File: config.mk
export PLATFORM = sky130hd
export DESIGN_NAME = fgn_ctrl
export DESIGN_NICKNAME = d
export VERILOG_FILES = /design/src/rtl/fgn_pkg.sv /design/src/rtl/fgn_ctrl.sv
export SDC_FILE = /design/constraint.sdc
export NUM_CORES = 1
export LEC_CHECK = 0
export ABC_CLOCK_PERIOD_IN_PS = 5400
export BUFFER_PORTS_ARGS = -buffer_cell sky130_fd_sc_hd__buf_2
export CELL_PAD_IN_SITES_DETAIL_PLACEMENT = 0
export CELL_PAD_IN_SITES_GLOBAL_PLACEMENT = 2
export CORE_MARGIN = 4
export CORE_UTILIZATION = 32
export CTS_CLUSTER_SIZE = 20
export DETAILED_ROUTE_END_ITERATION = 16
export GPL_TIMING_DRIVEN = 1
export PLACE_DENSITY = 0.94
export SLEW_MARGIN = 40
export SYNTH_ARGS = -nofsm -noshare
export SYNTH_HDL_FRONTEND = slang
export SYNTH_SLANG_ARGS = --single-unit
File: constraint.sdc
create_clock -name clk -period 5.4 [get_ports clk]
set_input_delay 1.62 -clock clk [delete_from_list [all_inputs] [get_ports clk]]
set_output_delay 1.62 -clock clk [all_outputs]
set_load 0.01 [all_outputs]
File: src/rtl/fgn_pkg.sv
// Shared types and constants for the fractal gradient noise unit.
// No dependencies; every other file in rtl/ depends on this package.
package fgn_pkg;

  localparam int TABLE_SIZE   = 256;
  localparam int TAB_AW       = $clog2(TABLE_SIZE);
  localparam int OCTAVE_LIMIT = 8;
  localparam int FRAC_BITS    = 16;

  localparam int CRD_W  = 24;
  localparam int CRD_FB = 16;
  localparam int FREQ_W = 32;
  localparam int AMP_W  = FRAC_BITS + 1;
  localparam int U_W    = FRAC_BITS + 1;
  localparam int VAL_W  = FRAC_BITS + 5;
  localparam int SUM_W  = FRAC_BITS + 10;
  localparam int ASUM_W = FRAC_BITS + 5;
  localparam int QB     = FRAC_BITS + 4;
  localparam int NQ_W   = QB + 2;
  localparam int MA_W   = 34;
  localparam int MB_W   = 26;
  localparam int P_W    = MA_W + MB_W;
  localparam int RES_W  = 32;
  localparam int NSLOT  = 6;
  localparam int NQUEUE = 8;

  localparam int CFG_AW = 3;
  localparam int CFG_DW = 16;

  localparam logic [CFG_AW-1:0] CFG_DIMS    = 3'd0;
  localparam logic [CFG_AW-1:0] CFG_FADE    = 3'd1;
  localparam logic [CFG_AW-1:0] CFG_OCTAVES = 3'd2;
  localparam logic [CFG_AW-1:0] CFG_PERSIST = 3'd3;
  localparam logic [CFG_AW-1:0] CFG_LACUN   = 3'd4;

  localparam logic FUNC_LOAD   = 1'b0;
  localparam logic FUNC_SAMPLE = 1'b1;

  typedef enum logic [4:0] {
    OP_NONE,
    OP_LOAD,
    OP_START,
    OP_COORD,
    OP_FADE_SQ,
    OP_FADE_MUL,
    OP_FADE_LIN,
    OP_LOOK,
    OP_CAP,
    OP_LERP,
    OP_ACC,
    OP_AMP,
    OP_FREQ,
    OP_DIV_INIT,
    OP_DIV_STEP,
    OP_MAP,
    OP_FIN
  } fgn_op_t;

  typedef struct packed {
    logic       use_base;
    logic [2:0] base_slot;
    logic [1:0] dim;
    logic       inc;
    logic       store;
    logic [2:0] slot;
    logic       push;
    logic [2:0] corner;
  } fgn_look_t;

  typedef struct packed {
    fgn_op_t    op;
    logic [1:0] dims;
    logic [1:0] dim;
    fgn_look_t  look;
  } fgn_cmd_t;

endpackage

File: src/rtl/fgn_ctrl.sv
// Controller: sequences octaves, table lookups, blends and the divider.
// Issues one fgn_cmd_t per cycle to fgn_datapath; depends on fgn_pkg.
module fgn_ctrl (
  input  logic               clk,
  input  logic               rst_n,
  input  logic               in_valid,
  input  logic               in_func,
  output logic               in_ready,
  input  logic               out_ready,
  output logic               out_valid,
  input  logic [1:0]         dims_cfg,
  input  logic               smooth_cfg,
  input  logic [3:0]         octs_cfg,
  output fgn_pkg::fgn_cmd_t  cmd
);
  import fgn_pkg::*;

  typedef enum logic [3:0] {
    S_IDLE,
    S_COORD,
    S_FADE_A,
    S_FADE_B,
    S_LOOK,
    S_CAP,
    S_LERP,
    S_ACC,
    S_AMP,
    S_FREQ,
    S_DIVI,
    S_DIV,
    S_MAP,
    S_FIN
  } state_t;

  state_t      state_r;
  logic [1:0]  dim_r;
  logic [4:0]  cnt_r;
  logic [3:0]  oct_r;
  logic        out_valid_r;

  logic [1:0]  eff_dims;
  logic [3:0]  eff_octs;
  logic [3:0]  nlook;
  logic [2:0]  nlerp;
  logic        fin_go;

  function automatic fgn_look_t look_of(input logic [3:0] j, input logic [1:0] d);
    fgn_look_t  lk;
    logic [3:0] k;
    lk = '0;
    if (j < 4'd2) begin
      lk.dim    = 2'd0;
      lk.inc    = j[0];
      lk.store  = 1'b1;
      lk.slot   = 3'(j);
      lk.push   = (d == 2'd1);
      lk.corner = 3'(j);
    end else if (j < 4'd6) begin
      k            = j - 4'd2;
      lk.use_base  = 1'b1;
      lk.base_slot = {2'b00, k[0]};
      lk.dim       = 2'd1;
      lk.inc       = k[1];
      lk.store     = 1'b1;
      lk.slot      = 3'(k) + 3'd2;
      lk.push      = (d == 2'd2);
      lk.corner    = k[2:0];
    end else begin
      k            = j - 4'd6;
      lk.use_base  = 1'b1;
      lk.base_slot = {1'b0, k[1:0]} + 3'd2;
      lk.dim       = 2'd2;
      lk.inc       = k[2];
      lk.push      = 1'b1;
      lk.corner    = k[2:0];
    end
    return lk;
  endfunction

  // which fade factor blends level m of the reduction
  function automatic logic [1:0] lerp_dim(input logic [2:0] m, input logic [1:0] d);
    logic [1:0] r;
    r = 2'd0;
    if (d == 2'd3) begin
      r = (m < 3'd4) ? 2'd0 : (m < 3'd6) ? 2'd1 : 2'd2;
    end else if (d == 2'd2) begin
      r = (m < 3'd2) ? 2'd0 : 2'd1;
    end
    return r;
  endfunction

  assign eff_dims = (dims_cfg == 2'd0) ? 2'd1 : dims_cfg;

  always_comb begin
    if (octs_cfg == 4'd0) begin
      eff_octs = 4'd1;
    end else if ({1'b0, octs_cfg} > 5'(OCTAVE_LIMIT)) begin
      eff_octs = 4'(OCTAVE_LIMIT);
    end else begin
      eff_octs = octs_cfg;
    end
  end

  always_comb begin
    unique case (eff_dims)
      2'd3: begin
        nlook = 4'd14;
        nlerp = 3'd7;
      end
      2'd2: begin
        nlook = 4'd6;
        nlerp = 3'd3;
      end
      default: begin
        nlook = 4'd2;
        nlerp = 3'd1;
      end
    endcase
  end

  assign fin_go    = !out_valid_r || out_ready;
  assign in_ready  = (state_r == S_IDLE);
  assign out_valid = out_valid_r;

  always_comb begin
    cmd      = '0;
    cmd.op   = OP_NONE;
    cmd.dims = eff_dims;
    cmd.dim  = dim_r;
    cmd.look = look_of(cnt_r[3:0], eff_dims);
    unique case (state_r)
      S_IDLE: begin
        if (in_valid) begin
          cmd.op = (in_func == FUNC_LOAD) ? OP_LOAD : OP_START;
        end
      end
      S_COORD:  cmd.op = OP_COORD;
      S_FADE_A: cmd.op = smooth_cfg ? OP_FADE_SQ : OP_FADE_LIN;
      S_FADE_B: cmd.op = OP_FADE_MUL;
      S_LOOK:   cmd.op = OP_LOOK;
      S_CAP:    cmd.op = OP_CAP;
      S_LERP: begin
        cmd.op  = OP_LERP;
        cmd.dim = lerp_dim(cnt_r[2:0], eff_dims);
      end
      S_ACC:    cmd.op = OP_ACC;
      S_AMP:    cmd.op = OP_AMP;
      S_FREQ:   cmd.op = OP_FREQ;
      S_DIVI:   cmd.op = OP_DIV_INIT;
      S_DIV:    cmd.op = OP_DIV_STEP;
      S_MAP:    cmd.op = OP_MAP;
      S_FIN:    cmd.op = fin_go ? OP_FIN : OP_NONE;
      default:  cmd.op = OP_NONE;
    endcase
  end

  always_ff @(posedge clk) begin
    if (!rst_n) begin
      state_r     <= S_IDLE;
      dim_r       <= '0;
      cnt_r       <= '0;
      oct_r       <= '0;
      out_valid_r <= 1'b0;
    end else begin
      // a new result replaces the one leaving in the same cycle
      if (state_r == S_FIN && fin_go) begin
        out_valid_r <= 1'b1;
      end else if (out_valid_r && out_ready) begin
        out_valid_r <= 1'b0;
      end
      unique case (state_r)
        S_IDLE: begin
          if (in_valid && in_func == FUNC_SAMPLE) begin
            dim_r   <= '0;
            oct_r   <= '0;
            state_r <= S_COORD;
          end
        end
        S_COORD: state_r <= S_FADE_A;
        S_FADE_A, S_FADE_B: begin
          if (state_r == S_FADE_A && smooth_cfg) begin
            state_r <= S_FADE_B;
          end else if (dim_r == eff_dims - 2'd1) begin
            cnt_r   <= '0;
            state_r <= S_LOOK;
          end else begin
            dim_r   <= dim_r + 2'd1;
            state_r <= S_COORD;
          end
        end
        S_LOOK: state_r <= S_CAP;
        S_CAP: begin
          if (cnt_r[3:0] == nlook - 4'd1) begin
            cnt_r   <= '0;
            state_r <= S_LERP;
          end else begin
            cnt_r   <= cnt_r + 5'd1;
            state_r <= S_LOOK;
          end
        end
        S_LERP: begin
          if (cnt_r[2:0] == nlerp - 3'd1) begin
            state_r <= S_ACC;
          end else begin
            cnt_r <= cnt_r + 5'd1;
          end
        end
        S_ACC: state_r <= S_AMP;
        S_AMP: state_r <= S_FREQ;
        S_FREQ: begin
          if (oct_r == eff_octs - 4'd1) begin
            state_r <= S_DIVI;
          end else begin
            oct_r   <= oct_r + 4'd1;
            dim_r   <= '0;
            state_r <= S_COORD;
          end
        end
        S_DIVI: begin
          cnt_r   <= '0;
          state_r <= S_DIV;
        end
        S_DIV: begin
          if (cnt_r == 5'(QB - 1)) begin
            state_r <= S_MAP;
          end else begin
            cnt_r <= cnt_r + 5'd1;
          end
        end
        S_MAP: state_r <= S_FIN;
        S_FIN: begin
          // hold the result until the output register is free
          if (fin_go) begin
            state_r <= S_IDLE;
          end
        end
        default: state_r <= S_IDLE;
      endcase
    end
  end

endmodule

## Word level (Yosys, flattened, before mapping)

Index checks and enable logic that the tools add are counted.

- Logic and storage cells: 117
- Output and inout port bits: 26
- Register bits: 16
- Bits of input ports: 12

- Magnitude comparators: 6
- Reductions and logical operators: 18
- Add/subtract/negate cells: 11
- Equality and inequality tests: 31
- Muxes and demuxes: 46

Operators with widths:

| kind | number |
|---|---|
| case mux 5 bit (14 select lines) | 1 |
| case mux 4 bit (13 select lines) | 1 |
| 2-to-1 mux 4 bit | 12 |
| 2-to-1 mux 5 bit | 6 |
| 2-to-1 mux 2 bit | 13 |
| case mux 5 bit (5 select lines) | 1 |
| equality test 4 bit, second input constant | 6 |
| inequality test 2 bit, second input constant | 9 |
| equality test 4 x 3 -> 1 bit, second input constant | 4 |
| case mux 4 bit (2 select lines) | 2 |
| 2-to-1 mux 11 bit | 1 |
| AND reduction 5 bit | 2 |
| equality test 4 x 2 -> 1 bit, second input constant | 2 |
| equality test 4 bit | 2 |
| logical NOT 4 bit | 2 |
| subtractor 4 x 1 -> 4 bit, second input constant | 2 |
| less-than comparator 3 bit, second input constant | 2 |
| 2-to-1 mux 3 bit | 2 |
| 2-to-1 mux 6 bit | 1 |
| case mux 2 bit (3 select lines) | 1 |
| case mux 3 bit (2 select lines) | 1 |
| adder 5 x 1 -> 5 bit, second input constant | 1 |
| equality test 5 bit, second input constant | 1 |
| nonzero test 5 bit | 1 |
| other kinds (28) | 36 |

## Logic depth before layout (Yosys ltp)

- Word-level depth: 8
- Gate-level depth with buffers: 8
- Depth with buffers taken out: 8

## Least setup slack after synthesis

No wires, ideal clock.

- Path kind: input to output
- From: in dims_cfg[1]
- To: out cmd[3] (netlist bit)
- Buffers on the path: 1
- Arrival: 2.315 ns
- Path slack: 1.465 ns
- Data required time: 3.780 ns
- Stages: 4
- Cell sequence: clkbuf_1 nor2b_1 a21oi_1 o311ai_0

RTL lines:

| item | line | text |
|---|---|---|
| start, declared | fgn_ctrl.sv:11 | `input logic [1:0] dims_cfg,` |
| end, declared | fgn_ctrl.sv:14 | `output fgn_pkg::fgn_cmd_t cmd` |

==> results_dict.tcl <==
set metrics [dict create \
    setup_viol 0 \
    drtPass1Iterations 4 \
    place_congestion 0.813 \
    rows 26 \
    start_kind "primary input" \
    wl_per_cell_um 14.0 \
    synth.most_common_cell "a21oi_1" \
    slew_headroom_pct 58.5 \
    instances_no_fill 322 \
    skew_ps 4.43 \
    ff2ff_path_depth 7 \
    cts_resized 0 \
    cts_buffers 3 \
    insertedDiodeCount 0 \
    power_frac_clock_pct 33.1 \
    dp_slack_ps 1360 \
    pwr_density_cell_nw_per_um2 169 \
    tightest_slew_ps 621 \
    hold_path_depth 2 \
    core-area_um2 5110 \
    rsz0062_at_grt "no" \
    clock_sinks 16 \
    syn_area_um2 1680 \
    max-cap-violations 0 \
    switching_power_mw 0.104 \
    async_flop_share_pct 0 \
    rrSetupSlack_ps 3010 \
    postCtsHoldBufs 0 \
    layout-area-overhead-vs-synth_pct 15.4 \
    clkLatencyLatePin_ps 250 \
    synthCells 228 \
    p_leak_nw 0.782 \
    path_class "primary input to output pin" \
    synth.area.top_cells "dfxtp_1, a21oi_1, ha_1" \
    drt-total-wl_mm 4.50 \
    yosys.area.top_type "dfxtp_1" \
    synth.top_cells.by_count "a21oi_1, nand2_1, dfxtp_1, o21ai_0, nand3_1" \
    synth_top_cell_area_share_pct 19.1 \
    grt_pass1_wl_mm 7.78 \
    grt_overflow 0 \
    nets 272 \
    grt_usage_pct 14.7 \
    synth.avg_cell_area_um2 7.35 \
    io_buffers 37 \
    die_w_um 80.4 \
    hold_class "flip-flop to flip-flop" \
    dpl.hpwl_mm 3.32 \
    final_layout_size_suffix_gt1_share_pct 19.4 \
    finalSetupTns_ps 0 \
    internal-power_mw 0.223 \
    seq_area_frac_synth_pct 19.1 \
    synth_cell_types 60 \
    postCtsSetupBuffers 0 \
    antenna_left 0 \
    power_frac_seq_pct 39.7 \
    cts_htree_levels 1 \
    p_sw_share_pct 31.9 \
    vias 1726 \
    vdd_ir_drop_max_mv 0.132 \
    post-route-period-util_pct 74.7 \
    first_iter_violations 120 \
    max_freq_ghz 0.248 \
    initial_core_util_pct 32.8 \
    finalCriticalPeriod_ps 4040 \
    crit_required_ps 3780 \
    ys.flop_type "dfxtp_1" \
    die_area_um2 6460 \
    ioPinCount 38 \
    combPwrFrac_pct 27.2 \
    cts_tree "done" \
    cp.arrival_ps 2420 \
    via_per_inst 5.36 \
    syn_nets 247 \
    status "finished, final reports clean" \
    die_y_um 80.4 \
    dp.cells 318 \
    setup_slack_ps 1360 \
    antenna_found_initial 0 \
    final_max_slew_viol_count 0 \
    synth_edf_count 0 \
    route.detailed.drc 0 \
    timing.critical_path.to_type "output pin" \
    holdWs_ps 475 \
    grt_pass1_vias 1565 \
    grt_max_degree 24 \
    clk_path_buf_depth 2 \
    hold_violations 0 \
    ys_warn_count 0 \
    cts.clk_slew.worst_paths_ps 60 \
    crit_fanout 12 \
    cts_root_buffer "clkbuf_8" \
    synth_seq_cells 16 \
]
[critical path, cell delays in order]
cell and delay, ps:
buf_2 180, nor2b_1 220, a21oi_1 90, o311ai_0 120, buf_2 190
[registers in the layout, summed over array words and instances (netlist names)]
name       cells
oct_r          4
dim_r          2
cnt_r          5
state_r        4
out_valid      1
[stage by stage]
stage | cell area (µm²) | util (%) | total power, mW
5_1_grt | 1930 | 37.9 | 0.350
3_3_place_gp | 1880 | 36.8 | 0.221
4_1_cts | 1930 | 37.8 | 0.332
6_report | 1930 | 37.9 | 0.328
3_5_place_dp | 1880 | 36.8 | 0.221
2_1_floorplan | 1680 | - | 0.196
[worst paths after layout]
check,start,end
setup / recovery,dims_cfg[1],cmd[3]
hold / removal,oct_r[3],oct_r[3]
hold reg to reg,oct_r[3],oct_r[3]
setup reg to reg,cnt_r[1],cnt_r[4]
[cells by family (layout without fill, tap and decap cells)]
family,Yosys count,after routing,share of synthesized area (%)
adder cells (fa/ha/maj),8,8,5.82
multiplexers,2,2,1.27
AND/OR/NAND/NOR,88,88,31.5
AO/OA/AOI/OAI,79,79,31.9
buffers and inverters,28,52,6.72
XOR/XNOR,7,7,3.66
flip-flops,16,16,19.1
[per-layer routing]
layer | track usage, % | wire, µm
met4 | 2.03 | 23
met3 | 3.14 | 267
met5 | 0 | 0
met1 | 21.4 | 2130
met2 | 22.7 | 2080
[power groups by stage]
| stage | registers, mW | logic, mW | clock network [mW] |
|---|---|---|---|
| 2_1_floorplan | 0.124 | 0.0712 | 0 |
| 3_3_place_gp | 0.133 | 0.0883 | 0 |
| 3_5_place_dp | 0.133 | 0.0887 | 0 |
| 4_1_cts | 0.130 | 0.0895 | 0.112 |
| 5_1_grt | 0.131 | 0.0999 | 0.119 |
| 6_report | 0.130 | 0.0890 | 0.109 |
[final cells by class]
cell class | instances | area, µm²
fillers | 564 | 3170
multi-input cells | 184 | 1240
flip-flops and latches | 16 | 322
repair buffers | 37 | 185
well taps | 70 | 87.6
clock buffers | 4 | 55.1
inverters | 11 | 41.3
[placed cells by master, fill, tap and decap left out, types with 4 or more instances in the layout]
cell      Yosys  final
a211oi_1      5      5
a21oi_1      19     19
and2_1        4      4
buf_2         3     37
clkbuf_8      0      4
dfxtp_1      16     15
ha_1          7      7
inv_1        10     10
nand2_1      18     18
nand2b_1      7      7
nand3_1      12     12
nand4b_1      4      4
nor2_1       10     10
nor2b_1      11     11
o211ai_1      6      6
o21ai_0      15     15
o31ai_1       4      4
xnor2_1       5      5
Power figures use the tool's default switching activity.
